--- src/sv/cma_pkg.sv ---
// Shared types, constants and helper functions for the confusion matrix accumulator.
// Used by every module of the block except cma_ram; depends on nothing.
package cma_pkg;

    localparam int MAX_CLASSES = 16;
    localparam int COUNT_WIDTH = 32;

    localparam int CLASS_W    = (MAX_CLASSES > 1) ? $clog2(MAX_CLASSES) : 1;
    localparam int CELL_AW    = 2 * CLASS_W;
    localparam int CELL_DEPTH = 1 << CELL_AW;

    localparam int OUT_W   = 32;
    localparam int LABEL_W = 5;
    localparam int QUERY_W = 4;
    localparam int CFG_W   = 5;
    localparam int APB_DW  = 32;
    localparam int CFG_AW  = 3;

    localparam int CFG_RESET_INT = (MAX_CLASSES < 16) ? MAX_CLASSES : 16;
    localparam logic [CFG_W-1:0] CFG_RESET = CFG_W'(CFG_RESET_INT);

    // Register select taken from the word address.
    localparam logic REG_ACTUAL    = 1'b0;
    localparam logic REG_PREDICTED = 1'b1;

    typedef logic [COUNT_WIDTH-1:0] count_t;
    typedef logic [CLASS_W-1:0]     class_t;
    typedef logic [CELL_AW-1:0]     cell_addr_t;

    typedef enum logic [1:0] {
        OP_ACCUM = 2'd0,
        OP_CLEAR = 2'd1,
        OP_QUERY = 2'd2,
        OP_READ  = 2'd3
    } op_t;

    typedef enum logic [1:0] {
        STAT_DONE    = 2'd0,
        STAT_UNKNOWN = 2'd1,
        STAT_RANGE   = 2'd2
    } status_t;

    typedef enum logic {
        ST_IDLE = 1'b0,
        ST_EXEC = 1'b1
    } state_t;

    typedef struct packed {
        logic [CFG_W-1:0] actual_classes;
        logic [CFG_W-1:0] predicted_classes;
    } cfg_t;

    typedef struct packed {
        logic   clear;
        logic   inc;
        class_t row_idx;
        class_t col_idx;
        logic   diag;
    } tot_cmd_t;

    typedef struct packed {
        count_t row;
        count_t col;
        count_t diag;
        count_t total;
    } tot_t;

    function automatic count_t sat_inc(input count_t c);
        return (&c) ? c : c + count_t'(1);
    endfunction

    function automatic logic [OUT_W-1:0] to_out(input count_t c);
        return OUT_W'(c);
    endfunction

    function automatic logic [CFG_W-1:0] clamp_classes(input logic [CFG_W-1:0] v);
        logic [CFG_W-1:0] x;
        x = v;
        if (x == '0)
            x = CFG_W'(1);
        if (int'(x) > MAX_CLASSES)
            x = CFG_W'(MAX_CLASSES);
        return x;
    endfunction

    function automatic class_t to_class(input logic [QUERY_W-1:0] v);
        return CLASS_W'(v);
    endfunction

    function automatic cell_addr_t cell_addr(input class_t row, input class_t col);
        return {row, col};
    endfunction

endpackage

--- src/sv/cma_totals.sv ---
// Running row, column, diagonal and grand totals, each saturating on its own.
// Depends on cma_pkg for the command and result structs.
module cma_totals (
    input  logic              clk,
    input  logic              rst_n,
    input  cma_pkg::tot_cmd_t cmd,
    output cma_pkg::tot_t     tot
);
    import cma_pkg::*;

    count_t row_reg [MAX_CLASSES];
    count_t col_reg [MAX_CLASSES];
    count_t diag_reg;
    count_t total_reg;

    always_ff @(posedge clk or negedge rst_n)
    begin
        if (!rst_n)
        begin
            for (int i = 0; i < MAX_CLASSES; i++)
            begin
                row_reg[i] <= '0;
                col_reg[i] <= '0;
            end
            diag_reg  <= '0;
            total_reg <= '0;
        end
        else if (cmd.clear)
        begin
            for (int i = 0; i < MAX_CLASSES; i++)
            begin
                row_reg[i] <= '0;
                col_reg[i] <= '0;
            end
            diag_reg  <= '0;
            total_reg <= '0;
        end
        else if (cmd.inc)
        begin
            row_reg[cmd.row_idx] <= sat_inc(row_reg[cmd.row_idx]);
            col_reg[cmd.col_idx] <= sat_inc(col_reg[cmd.col_idx]);
            if (cmd.diag)
                diag_reg <= sat_inc(diag_reg);
            total_reg <= sat_inc(total_reg);
        end
    end

    assign tot.row   = row_reg[cmd.row_idx];
    assign tot.col   = col_reg[cmd.col_idx];
    assign tot.diag  = diag_reg;
    assign tot.total = total_reg;

endmodule

--- config.mk ---
export PLATFORM = sky130hd
export DESIGN_NAME = cma_totals
export DESIGN_NICKNAME = d
export VERILOG_FILES = /design/src/sv/cma_pkg.sv /design/src/sv/cma_totals.sv
export SDC_FILE = /design/constraint.sdc
export NUM_CORES = 2
export LEC_CHECK = 0
export BUFFER_PORTS_ARGS = -buffer_cell sky130_fd_sc_hd__buf_2
export CAP_MARGIN = 10
export CORE_MARGIN = 5
export CORE_UTILIZATION = 35
export CTS_BUF_LIST = sky130_fd_sc_hd__clkbuf_8
export DETAILED_ROUTE_END_ITERATION = 16
export HOLD_SLACK_MARGIN = 0.06
export PLACE_DENSITY = 0.56
export SLEW_MARGIN = 20
export SYNTH_ARGS = -nofsm -noshare
export SYNTH_HDL_FRONTEND = slang
export SYNTH_SLANG_ARGS = --single-unit
--- constraint.sdc ---
create_clock -name clk -period 4.1 [get_ports clk]
set_input_delay 0.82 -clock clk [delete_from_list [all_inputs] [get_ports clk]]
set_output_delay 0.82 -clock clk [all_outputs]
set_load 0.1 [all_outputs]
# Word-level counts from Yosys, hierarchy flattened

Index checks and enable logic that the tools add are counted.

Bits in latches: 0
Logic and storage cells: 81
Input bits: 13
Register bits after elaboration: 1,088
Bits in read-only memories: 0
Memories: 0
Memory bits (writable): 0
Output and inout bits: 128

Multipliers: 0
Muxes and demuxes: 25
Add/subtract/negate cells: 4
Reduce and logical (&&, ||, !) cells: 10
Shifts and indexed selects: 0
$lt $le $gt $ge: 4
Div/mod/pow operators: 0
Bitwise logic cells: 2
Eq/ne operators: 2

Operator list:

| cell                    | count |
|---|---|
| $mux W512               | 4 |
| $bwmux W512             | 2 |
| $mux W32                | 15 |
| $bmux W32 S4            | 2 |
| $demux W32 S4           | 2 |
| $add A32 B1 Y32 const B | 4 |
| $reduce_and A32 Y1      | 4 |
| $ge A5 B5 Y1 const B    | 2 |
| $lt A5 B1 Y1 const B    | 2 |
| $not A4 Y5              | 2 |
| $ne A2 B2 Y1 const B    | 2 |
| $reduce_bool A2 Y1      | 2 |
| $reduce_and A3 Y1       | 1 |
| $logic_and A1 B1 Y1     | 2 |
| $reduce_and A2 Y1       | 1 |

# Depth between registers and ports, before layout

Word-level depth: 9
Depth in mapped cells: 17
Gate-level depth less buffers: 10

# Least setup slack after synthesis

No wires, ideal clock.

Kind: input to register
From: input port cmd[1] (netlist name)
To: register col_reg[221] (netlist name)
Cell stages on the path: 16
Required time: 3.967 ns
Setup slack: -0.904 ns
Arrival time: 4.871 ns
Setup time: 0.133 ns
Buffers on the path: 7
Cells stage by stage: buf_6 buf_6 buf_6 buf_6 mux4_2 a22oi_1 nand2_1 ha_1 and3_1 clkbuf_1 and2_0 buf_2 a2111oi_2 xnor2_1 clkbuf_1 o21ai_0

RTL lines:

| element                        | line             | RTL |
|---|---|---|
| start: declaration             | cma_totals.sv:6  | `input cma_pkg::tot_cmd_t cmd,` |
| end signal: indexed assignment | cma_totals.sv:41 | `col_reg[cmd.col_idx] <= sat_inc(col_reg[cmd.col_idx]);` |
| end: declaration               | cma_totals.sv:12 | `count_t col_reg [MAX_CLASSES];` |

==> flow_summary.ini <==
[place]
pre_cts_slack_ns = -0.156
place_congestion = 0.910
numPortBuffers = 140
dp_hpwl_mm = 115

[clock_network]
clkLatencyLatePin_ns = 0.93
htree_levels = 4
clock-root-buffer = clkbuf_8
cts_buffers = 190
cts_buffer_depth = 3
tritoncts = built
cts.clk_slew.worst_paths_ns = 0.07
cts_sinks = 1088
cts_resized = 0

[critical_path]
cp-end-kind = primary output
cp.depth = 7
reg2regPathDepth = 11
cp_data_arrival_time_ns = 3.13
crit_fanout = 15
worstReg2RegEnd = col_reg[53]
critPathKind = in2out
slowest_delay_ns = 0.64
critPathTopFamily = multiplexers
cp.required_ns = 3.28
worstSetupEndpoint = tot[110]
cp_num_buf_inv = 5
startpoint_type = input pin
crit_path_top_delay_cell = mux4_2
worstSetupStartpoint = cmd[5]
r2r_slack_ns = 0.68
cp_cell_sequence = buf_8, buf_12, buf_4, mux4_2, mux4_2, buf_4, buf_2
r2r-start = col_reg[144]

[synth]
synth_nets = 4710
async_flop_share = 1.00
ys_ff_latch = 1088
yosysTopAreaCell = dfrtp_1
syn_inst = 4693
synth_top_area_share = 0.537
synth_cell_type_count = 88
syn_area_sq_um = 50700
yosys_warnings = 0
synth_area_leaders = dfrtp_1, mux4_2, nand2_1, o21ai_0, a22o_1
synth_flop_cell = dfrtp_1
synth-edff-count = 0
synth_area_per_cell_sq_um = 10.8
ys_seq_area_frac = 0.537

[pwr]
p_total_w = 0.0225
p_comb_frac = 0.062
power.density_nw_per_um2 = 368
pwr-share-seq = 0.479
leakage_nw = 26.4
switching_share = 0.262
switching_power_w = 0.00589
intPower_w = 0.0166
vdd_drop_max_mv = 0.284
clockPowerShare = 0.459

[sta]
final.setup.tns_ns = 0
finalHoldViolCount = 0
worst_pin_slew_ns = 1.24
relSlewSlack = 0.171
fin_worst_skew_ns = 0.0793
setup_slack_ns = 0.147
max_freq_mhz = 253
fin_crit_ns = 3.95
min_period_over_period = 0.964
slew_violations = 0
rsz0062_at_grt = no
setup_violations = 0

[detailed_routing]
dr_wl_met2_mm = 82.3
vias = 40900
wl_mm = 182
wl_met1_mm = 78.1
post_drt_wl_per_cell_microns = 25.7
drtAntennaViolNets = 0
vias_per_cell = 5.74
drc = 0
dr_wl_met3_mm = 15.3
top_layer = met4
drt_iter0_markers = 4007
drtPass1Iterations = 5

[floorplanning]
core-area_sq_um = 144000
fp.dieH_microns = 390
die_w_microns = 390
io_pins = 141
initial_utilization = 0.352
rows = 139
die_area_sq_um = 152000

[outcome]
outcome = complete, no violations

[grt]
antenna_found_initial = 5
grt_pass1_wl_mm = 274
grt_max_degree = 113
overflow = 0
grt_pass1_vias = 41200
gr-usage-all-layers = 0.237

[layout]
layout_commonest_cell = dfrtp_1
layout_common_cells = dfrtp_1, nand2_1, o21ai_0
final_layout_size_suffix_gt1_frac = 0.244
fin_util = 0.424
area_growth_pct = 20.4
nets = 5074

[flow_run]
maxCapViolations = 0

[min_path]
hold_path_class = in2reg
## cell type report
class,count,area (sq um)
diodes,4,10.0
clock buffers,232,3190
clock inverters,109,711
fillers,13700,82800
inverters,21,86.3
multi-input cells,3185,22300
flip-flops and latches,1088,27200
well taps,1903,2380
repair buffers,571,5150
## cell families (layout without fill, tap and decap cells)
logic type / count (synthesis) / in the layout / share of synthesized area
simple gates: 1491 / 1491 / 0.126
compound gates: 1326 / 1326 / 0.160
flops: 1088 / 1088 / 0.537
buf+inv: 420 / 933 / 0.0417
mux: 264 / 264 / 0.117
xor+xnor: 100 / 100 / 0.0173
fa+ha+maj: 4 / 4 / 0.000988
other cells: 0 / 4 / 0
## timing repair
item                                   4_1_cts  5_1_grt
setup endpoints to repair                    1        0
setup buffers                                1        0
endpoints found under the hold margin       43        0
hold buffers                                 1        0
## worst register-to-register path: cells and delay by family (launching register included)
| kind | cells | cell delay, ns |
|---|---|---|
| AOI/OAI and AO/OA | 4 | 1.21 |
| and+or+nand+nor | 2 | 0.60 |
| muxes | 1 | 0.49 |
| buffers and inverters | 3 | 0.45 |
| DFF | 1 | 0.38 |
| xor gates and xnor gates | 1 | 0.22 |
## stage by stage
step,hold WS (ns),instances,area (sq um)
floorplan,0.441,4693,51300
global placement,0.454,6763,57000
finish,0.425,7113,61000
CTS,0.377,7108,61000
detailed placement,0.462,6765,57100
global route,0.442,7112,61000
## worst min path at each step
stage / from / slack (ns) / endpoint / cells past startpoint
after CTS: cmd[10] / 0.38 / diag_reg[14] / 2
after global routing: cmd[0] / 0.44 / diag_reg[0] / 5
final: cmd[10] / 0.42 / diag_reg[14] / 2
after detailed placement: row_reg[210] / 0.46 / row_reg[210] / 2
after global placement: row_reg[445] / 0.45 / row_reg[445] / 2
after floorplan: row_reg[445] / 0.44 / row_reg[445] / 2
## power by group through the flow
| stage | combinational [W] | clock, W | sequential [W] |
|---|---|---|---|
| after floorplan | 0.000542 | 0 | 0.0110 |
| after global placement | 0.00137 | 0 | 0.0110 |
| after detailed placement | 0.00138 | 0 | 0.0110 |
| after CTS | 0.00139 | 0.0106 | 0.0108 |
| after global routing | 0.00146 | 0.0110 | 0.0108 |
| final | 0.00139 | 0.0103 | 0.0108 |
## layer usage
metal,up-vias,global-route usage
li1,17600,-
met1,20900,0.331
met2,1927,0.366
met3,401,0.0520
met4,0,0.0863
met5,-,0
## Yosys cell counts (49+ instances only)
cell	number
o211ai_1	99
dfrtp_1	1088
a22oi_1	100
o21ai_1	81
nor2_1	92
mux4_2	244
nand2_1	1118
buf_2	61
a22o_1	123
nand3_1	58
xnor2_1	60
clkbuf_1	255
o21ai_0	756
nor3_1	49
a21oi_1	65
(Power assumes the default switching activity.)
