===== src/sv/cma_pkg.sv =====
// Shared types, constants and helper functions for the confusion matrix accumulator.
// Used by every module of the block except cma_ram; depends on nothing.
package cma_pkg;

    localparam int MAX_CLASSES = 16;
    localparam int COUNT_WIDTH = 32;

    localparam int CLASS_W    = (MAX_CLASSES > 1) ? $clog2(MAX_CLASSES) : 1;
    localparam int CELL_AW    = 2 * CLASS_W;
    localparam int CELL_DEPTH = 1 << CELL_AW;

    localparam int OUT_W   = 32;
    localparam int LABEL_W = 5;
    localparam int QUERY_W = 4;
    localparam int CFG_W   = 5;
    localparam int APB_DW  = 32;
    localparam int CFG_AW  = 3;

    localparam int CFG_RESET_INT = (MAX_CLASSES < 16) ? MAX_CLASSES : 16;
    localparam logic [CFG_W-1:0] CFG_RESET = CFG_W'(CFG_RESET_INT);

    // Register select taken from the word address.
    localparam logic REG_ACTUAL    = 1'b0;
    localparam logic REG_PREDICTED = 1'b1;

    typedef logic [COUNT_WIDTH-1:0] count_t;
    typedef logic [CLASS_W-1:0]     class_t;
    typedef logic [CELL_AW-1:0]     cell_addr_t;

    typedef enum logic [1:0] {
        OP_ACCUM = 2'd0,
        OP_CLEAR = 2'd1,
        OP_QUERY = 2'd2,
        OP_READ  = 2'd3
    } op_t;

    typedef enum logic [1:0] {
        STAT_DONE    = 2'd0,
        STAT_UNKNOWN = 2'd1,
        STAT_RANGE   = 2'd2
    } status_t;

    typedef enum logic {
        ST_IDLE = 1'b0,
        ST_EXEC = 1'b1
    } state_t;

    typedef struct packed {
        logic [CFG_W-1:0] actual_classes;
        logic [CFG_W-1:0] predicted_classes;
    } cfg_t;

    typedef struct packed {
        logic   clear;
        logic   inc;
        class_t row_idx;
        class_t col_idx;
        logic   diag;
    } tot_cmd_t;

    typedef struct packed {
        count_t row;
        count_t col;
        count_t diag;
        count_t total;
    } tot_t;

    function automatic count_t sat_inc(input count_t c);
        return (&c) ? c : c + count_t'(1);
    endfunction

    function automatic logic [OUT_W-1:0] to_out(input count_t c);
        return OUT_W'(c);
    endfunction

    function automatic logic [CFG_W-1:0] clamp_classes(input logic [CFG_W-1:0] v);
        logic [CFG_W-1:0] x;
        x = v;
        if (x == '0)
            x = CFG_W'(1);
        if (int'(x) > MAX_CLASSES)
            x = CFG_W'(MAX_CLASSES);
        return x;
    endfunction

    function automatic class_t to_class(input logic [QUERY_W-1:0] v);
        return CLASS_W'(v);
    endfunction

    function automatic cell_addr_t cell_addr(input class_t row, input class_t col);
        return {row, col};
    endfunction

endpackage


===== src/sv/cma_cfg.sv =====
// APB register file holding the active row and column counts.
// Depends on cma_pkg for widths, reset values and the register select codes.
module cma_cfg (
    input  logic                         clk,
    input  logic                         rst_n,
    input  logic                         psel,
    input  logic                         penable,
    input  logic                         pwrite,
    input  logic [cma_pkg::CFG_AW-1:0]   paddr,
    input  logic [cma_pkg::APB_DW-1:0]   pwdata,
    output logic [cma_pkg::APB_DW-1:0]   prdata,
    output logic                         pready,
    output cma_pkg::cfg_t                cfg
);
    import cma_pkg::*;

    logic [CFG_W-1:0] actual_reg;
    logic [CFG_W-1:0] predicted_reg;
    logic             wr_en;
    logic             reg_sel;

    assign wr_en   = psel && penable && pwrite;
    assign reg_sel = paddr[2];
    assign pready  = 1'b1;

    always_ff @(posedge clk or negedge rst_n)
    begin
        if (!rst_n)
        begin
            actual_reg    <= CFG_RESET;
            predicted_reg <= CFG_RESET;
        end
        else if (wr_en)
        begin
            if (reg_sel == REG_ACTUAL)
                actual_reg <= clamp_classes(pwdata[CFG_W-1:0]);
            else
                predicted_reg <= clamp_classes(pwdata[CFG_W-1:0]);
        end
    end

    always_comb
    begin
        unique case (reg_sel)
            REG_ACTUAL:    prdata = APB_DW'(actual_reg);
            REG_PREDICTED: prdata = APB_DW'(predicted_reg);
            default:       prdata = '0;
        endcase
    end

    assign cfg.actual_classes    = actual_reg;
    assign cfg.predicted_classes = predicted_reg;

endmodule


===== config.mk =====
export PLATFORM = sky130hd
export DESIGN_NAME = cma_cfg
export DESIGN_NICKNAME = d
export VERILOG_FILES = /design/src/sv/cma_pkg.sv /design/src/sv/cma_cfg.sv
export SDC_FILE = /design/constraint.sdc
export NUM_CORES = 1
export LEC_CHECK = 0
export BUFFER_PORTS_ARGS = -buffer_cell sky130_fd_sc_hd__buf_2
export CAP_MARGIN = 15
export CORE_UTILIZATION = 35
export CTS_CLUSTER_DIAMETER = 100
export DETAILED_ROUTE_END_ITERATION = 6
export HOLD_SLACK_MARGIN = 0.1
export PLACE_DENSITY = 0.84
export SETUP_SLACK_MARGIN = 0.05
export SYNTH_ARGS = -nofsm -noshare
export SYNTH_HDL_FRONTEND = slang
export SYNTH_SLANG_ARGS = --single-unit
export TNS_END_PERCENT = 20

===== constraint.sdc =====
create_clock -name clk -period 1.05 [get_ports clk]
set_input_delay 0 -clock clk [delete_from_list [all_inputs] [get_ports clk]]
set_output_delay 0 -clock clk [all_outputs]
set_load 0.03 [all_outputs]

Word-level counts from Yosys, hierarchy flattened
Cells that the tools add are included.

Bits in registers: 10. Input bits: 40. Output and inout bits: 43.

Mux-type cells: 8. $lt $le $gt $ge: 2. Bitwise operators: 1. Reductions and logical operators: 5.

Operators with widths (number): 32-bit one-hot mux with 2 select lines (1); 5-bit 2-to-1 mux (7); 5-bit greater-than comparator (second input constant) (2); 5-bit zero test (1); 2-bit AND reduction (2); 1-bit logical AND (2); 1-bit NOT (1).

Depth between registers and ports, before layout
Gate-level depths: netlist of the first run.

Word-level depth: 6. Depth in mapped cells: 4. Gate-level depth less buffers: 3.

Worst setup path after synthesis of the first run
OpenSTA, ideal clock, no wires.

Path kind: reg-to-output. Start point: register actual_reg[4]. End point: output prdata[4] (netlist bit). Cell stages (with the launch flop): 2. Required time: 1.050 ns. Path buffers: 0. Setup slack: 0.162 ns. Arrival: 0.888 ns. Path through: dfstp_2 > mux2_2.

Longest elaborated chain between the ends: 1.

RTL lines: from (decl) (line cma_cfg.sv:17) `logic [CFG_W-1:0] actual_reg;`; from (signal assigned) (line cma_cfg.sv:36) `actual_reg <= clamp_classes(pwdata[CFG_W-1:0]);`; 32-bit one-hot mux with 2 select lines (line cma_cfg.sv:44) `unique case (reg_sel)`; to (decl) (line cma_cfg.sv:11) `output logic [cma_pkg::APB_DW-1:0] prdata,`.

No other way between the ends. The select of a mux whose other input is x is not followed.

Worst setup path after layout of the first run
Start point: register actual_reg[1]. End point: output prdata[1] (netlist bit).

The elaborated chain is that of the path after synthesis.

==> results of run 1 <==
[synth_stat cells (2+ instances only)]
master and instances:
buf_4 28, o21ai_0 6, dfstp_2 2, dfrtp_1 8, nand2_1 8, conb_1 2, nand2b_1 3, o31ai_1 2
mux2_2 6
[worst max-delay path, delay by kind of cell, from the launching register on]
family	cells	cell delay (ns)
DFF	1	0.40
buffers and inverters	1	0.14
muxes	1	0.28
[stage by stage]
step / instance area (sq um) / instances / hold WS [ns]
final: 922 / 134 / 0.126
after global routing: 922 / 134 / 0.136
after CTS: 907 / 134 / 0.111
after detailed placement: 736 / 118 / -0.128
after global placement: 736 / 118 / -0.138
after floorplan: 801 / 97 / -0.296
[metal layers]
layer / GRT usage, % / up-vias / wire (um)
met4: 8.00 / 0 / 14
met3: 2.69 / 2 / 133
li1: - / 257 / -
met5: 0 / - / 0
met2: 26.9 / 45 / 716
met1: 13.1 / 260 / 570
[what timing repair did]
item	CTS	global route
hold endpoints to repair	20	0
hold buffers	5	0
setup buffers	7	0
pin swaps	0	2
endpoints found under the setup margin	6	9
resized for setup	13	4
[final cells by class]
type                       count  area, sq um
fill                         148          880
tap                           25         31.3
timing repair buffer          37          262
clock buffer                   4         26.3
sequential                    10          253
multi-input combinational     58          350
[power by group]
| part | internal, W | switching, W |
|---|---|---|
| clock network | 0.000147 | 0.000136 |
| logic | 0.000275 | 0.000476 |
| registers | 0.000461 | 0.0000420 |
| total | 0.000883 | 0.000654 |
[how the worst max path moves through the flow]
stage	from	to	depth (start not counted)
after floorplan	actual_reg[4]$_DFFE_PN1P_	prdata[4]	1
after global placement	actual_reg[4]$_DFFE_PN1P_	prdata[4]	2
after detailed placement	paddr[2]	predicted_reg[4]$_DFFE_PN1P_	3
after CTS	actual_reg[4]$_DFFE_PN1P_	prdata[4]	2
after global routing	actual_reg[1]$_DFFE_PN0P_	prdata[1]	2
final	actual_reg[1]$_DFFE_PN0P_	prdata[1]	2
[cell families (layout without fill, tap and decap cells)]
logic type / after synthesis / count (layout) / synth area share, %
buffers and inverters: 29 / 41 / 31.5
DFF: 10 / 10 / 35.9
AOI/OAI and AO/OA: 8 / 8 / 6.41
and+or+nand+nor: 15 / 15 / 13.3
muxes: 7 / 7 / 11.7
other: 2 / 28 / 1.07
==> impl_metrics.env, run 1 <==
export IMPL_htree_levels=1
export IMPL_regToRegSetupSlack_ns=0.25
export IMPL_synth_distinct_cells=15
export IMPL_post_place_ws_ns=0.207
export IMPL_antenna_found_initial=0
export IMPL_initial_utilization_pct=39.0
export IMPL_maxClockFrequency_mhz=918
export IMPL_worstPathCellList="mux2_4 -> buf_6"
export IMPL_fin_crit_sh_pct=104
export IMPL_viasPerCell=4.21
export IMPL_yosysTopAreaCell="buf_4"
export IMPL_clock_latency_ns=0.26
export IMPL_r2r_start="predicted_reg[1]$_DFFE_PN0P_"
export IMPL_violations="setup timing"
export IMPL_gp_congestion=0.726
export IMPL_grt_max_degree=11
export IMPL_grt_pass1_wl_um=2090
export IMPL_rows=15
export IMPL_synth_area_sq_um=703
export IMPL_first_iter_violations=15
export IMPL_synth_area_leaders="buf_4 30%, dfrtp_1 28%, mux2_2 9.6%"
export IMPL_fin_total_pwr_w=0.00154
export IMPL_synth_top_area_share_pct=29.9
export IMPL_async_flop_share_pct=100
export IMPL_finalNetCount=150
export IMPL_dr_total_vias=564
export IMPL_routed_wl_um=1440
export IMPL_p_per_area_mw_per_mm2=1670
export IMPL_slew_violations=0
export IMPL_post_route_worst_setup_slack_ns=-0.0388
export IMPL_min_period_ns=1.09
export IMPL_clk_pin_slew_ns=0.07
export IMPL_dieArea_sq_mm=0.00219
export IMPL_core_area_sq_mm=0.00180
export IMPL_post_route_util_pct=51.2
export IMPL_final_common_cell="conb_1"
export IMPL_io_buffers=25
export IMPL_p_leak_nw=0.519
export IMPL_wire_per_inst_um=10.7
export IMPL_tns_ns=-0.0946
export IMPL_ys_seq_area_share_pct=35.9
export IMPL_cts_sinks=10
export IMPL_worstSetupPathType="register to primary output"
export IMPL_die_y_um=46.8
export IMPL_final_cell_mix="28 x conb_1, 19 x buf_2, 8 x nand2_1, 8 x dfrtp_1, 7 x buf_4"
export IMPL_root_buffer="clkbuf_4"
export IMPL_worstSetupStartpointType="register"
export IMPL_yosys_most_used_dff="dfrtp_1"
export IMPL_grt_pass1_vias=531
export IMPL_ys_warn_count=0
export IMPL_vdd_drop_max_uv=511
export IMPL_r2r_end="predicted_reg[1]$_DFFE_PN0P_"
export IMPL_syn_inst=71
export IMPL_finalSetupViolCount=4
export IMPL_cts_tree="built"
export IMPL_ys_seq_elements=10
export IMPL_grt_util_all_layers_pct=13.8
export IMPL_first_pass_iters=4
export IMPL_synth_edf_count=0
export IMPL_status="finished with violations"
export IMPL_avgSynthCellArea_sq_um=9.90
export IMPL_ios=83
export IMPL_cpMaxStageDelayCell="dfrtp_1"
export IMPL_fin_skew_ns=0
export IMPL_final_hold_viol_count=0
export IMPL_worstSetupEndpointType="primary output"
export IMPL_n_antenna_cell=0
export IMPL_critPathRequiredTime_ns=1.05
export IMPL_overflow=0
export IMPL_max_stage_delay_ns=0.40
export IMPL_cp_max_fo=2
export IMPL_rsz0062_at_grt="true"
export IMPL_die_w_um=46.8
export IMPL_cts_path_max_buffers=2
export IMPL_ff2ff_path_depth=3
export IMPL_final_antenna_net_count=0
export IMPL_cp_arrival_ns=1.09
export IMPL_maxCapViolations=0
export IMPL_cts_buffers=3
export IMPL_drc=0
export IMPL_drive_above_1_share_pct=43.1
export IMPL_syn_to_final_growth_pct=31.1
export IMPL_hold_path_class="primary input to async pin"
export IMPL_place_hpwl_um=893
No activity file was read; power rests on OpenSTA's default activity.
==> inputs of run 2 (changes only) <==
==> constraint.sdc (replaced) <==
create_clock -name clk -period 1.05 [get_ports clk]
set_input_delay 0.1575 -clock clk [delete_from_list [all_inputs] [get_ports clk]]
set_output_delay 0.1575 -clock clk [all_outputs]
set_load 0.03 [all_outputs]
==> impl_metrics.env, run 2 (synthesis results as in run 1) <==
export IMPL_dpl_cell_count=118
export IMPL_min_period_ns=1.23
export IMPL_max_stage_delay_ns=0.54
export IMPL_fin_total_pwr_w=0.00166
export IMPL_post_route_worst_setup_slack_ns=-0.184
export IMPL_io_buffers=25
export IMPL_r2r_start="predicted_reg[2]$_DFFE_PN0P_"
export IMPL_vdd_drop_max_uv=560
export IMPL_path_buf_inv=1
export IMPL_die_w_um=46.8
export IMPL_maxCapViolations=0
export IMPL_crit_start="actual_reg[4]$_DFFE_PN1P_"
export IMPL_cts_sinks=10
export IMPL_cts_buffers=3
export IMPL_final_common_cell="conb_1"
export IMPL_final_hold_viol_count=0
export IMPL_rsz0062_at_grt="true"
export IMPL_worstPathCellList="mux2_4 -> buf_6"
export IMPL_cp_arrival_ns=1.08
export IMPL_fin_crit_sh_pct=118
export IMPL_ff2ff_path_depth=4
export IMPL_cpMaxStageDelayCell="dfstp_2"
export IMPL_r2r_end="predicted_reg[2]$_DFFE_PN0P_"
export IMPL_stdcell_area_sq_um=937
export IMPL_final_cell_mix="28 x conb_1, 15 x buf_6, 11 x buf_2"
export IMPL_slew_violations=0
export IMPL_grt_pass1_vias=408
export IMPL_first_pass_iters=4
export IMPL_routed_wl_um=1350
export IMPL_viasPerCell=4.02
export IMPL_finalNetCount=146
export IMPL_clock_latency_ns=0.27
export IMPL_worstSetupEndpointType="primary output"
export IMPL_n_antenna_cell=0
export IMPL_root_buffer="clkbuf_4"
export IMPL_crit_path_end="prdata[4]"
export IMPL_worst_path_stages=2
export IMPL_place_hpwl_um=892
export IMPL_core_area_sq_mm=0.00180
export IMPL_grt_pass1_wl_um=1680
export IMPL_worstSetupPathType="register to primary output"
export IMPL_status="finished with violations"
export IMPL_grt_util_all_layers_pct=11.0
export IMPL_clk_pin_slew_ns=0.07
export IMPL_cts_tree="built"
export IMPL_hold_path_class="primary input to register"
export IMPL_wire_per_inst_um=10.4
export IMPL_cts_path_max_buffers=2
export IMPL_first_iter_violations=1
export IMPL_antenna_found_initial=0
export IMPL_dieArea_sq_mm=0.00219
export IMPL_ios=83
export IMPL_dr_total_vias=523
export IMPL_rows=15
export IMPL_grt_max_degree=11
export IMPL_violations="setup timing"
export IMPL_maxClockFrequency_mhz=810
export IMPL_final_antenna_net_count=0
export IMPL_worstSetupStartpointType="register"
export IMPL_p_per_area_mw_per_mm2=1770
export IMPL_post_dp_cell_area_sq_um=743
export IMPL_stdcell_count=130
export IMPL_overflow=0
export IMPL_cp_max_fo=3
export IMPL_die_y_um=46.8
export IMPL_finalSetupViolCount=13
export IMPL_initial_utilization_pct=39.0
export IMPL_holdWs_ns=0.174
export IMPL_drc=0
export IMPL_drive_above_1_share_pct=44.8
export IMPL_crit_family="flip-flops"
export IMPL_gp_congestion=0.754
export IMPL_regToRegSetupSlack_ns=0.14
export IMPL_htree_levels=1
export IMPL_p_leak_nw=0.513
export IMPL_critPathRequiredTime_ns=0.89
export IMPL_fin_skew_ns=0
export IMPL_post_route_util_pct=52.0
export IMPL_syn_to_final_growth_pct=33.3
[run 2: changes by cell type in the layout (fill, tap and decap cells not counted), moves of 2 or more]
cell,delta
buf_2,-8
buf_6,+10
dlygate4sd3_1,-4
mux2_2,+2
mux2_4,-2
[run 2: worst min path at each step]
stage | from | endpoint | cells after the start
global route | pwdata[4] | actual_reg[0]$_DFFE_PN0P_ | 2
finish | pwdata[4] | actual_reg[0]$_DFFE_PN0P_ | 2
detailed placement | rst_n | predicted_reg[1]$_DFFE_PN0P_ | 1
global placement | rst_n | predicted_reg[3]$_DFFE_PN0P_ | 1
floorplan | rst_n | actual_reg[0]$_DFFE_PN0P_ | 0
CTS | pwdata[4] | actual_reg[0]$_DFFE_PN0P_ | 2
[run 2: power breakdown]
part	internal (W)	total [W]	switching, W
Combinational	0.000323	0.000804	0.000481
Sequential	0.000461	0.000503	0.0000418
Clock	0.000211	0.000349	0.000138
Total	0.000995	0.00166	0.000661
[run 2: layout make-up]
type / instances / area (sq um)
clock buffers: 4 / 36.3
fillers: 159 / 865
multi-input cells: 58 / 338
flip-flops and latches: 10 / 253
well taps: 25 / 31.3
repair buffers: 33 / 279
[run 2: stage by stage]
| step | setup TNS [ns] | setup slack (ns) |
|---|---|---|
| final | -1.27 | -0.184 |
| after global routing | -1.65 | -0.215 |
| after CTS | -1.27 | -0.190 |
| after detailed placement | 0 | 0.0167 |
| after global placement | 0 | 0.0154 |
| after floorplan | 0 | 0.0272 |
[run 2: layer usage]
metal,share of wire [%],routed length [um],global-route usage (%)
met1,37,501,11.3
met2,52,704,20.3
met3,9.2,124,2.31
met4,1.2,16,6.86
met5,0,0,0
[run 2: repair_timing]
action | in CTS | in global routing
endpoints found under the hold margin | 10 | 0
resized for setup | 24 | 9
setup endpoints to repair | 15 | 15
cloned | 0 | 0
setup buffers | 6 | 1
hold buffers | 1 | 0
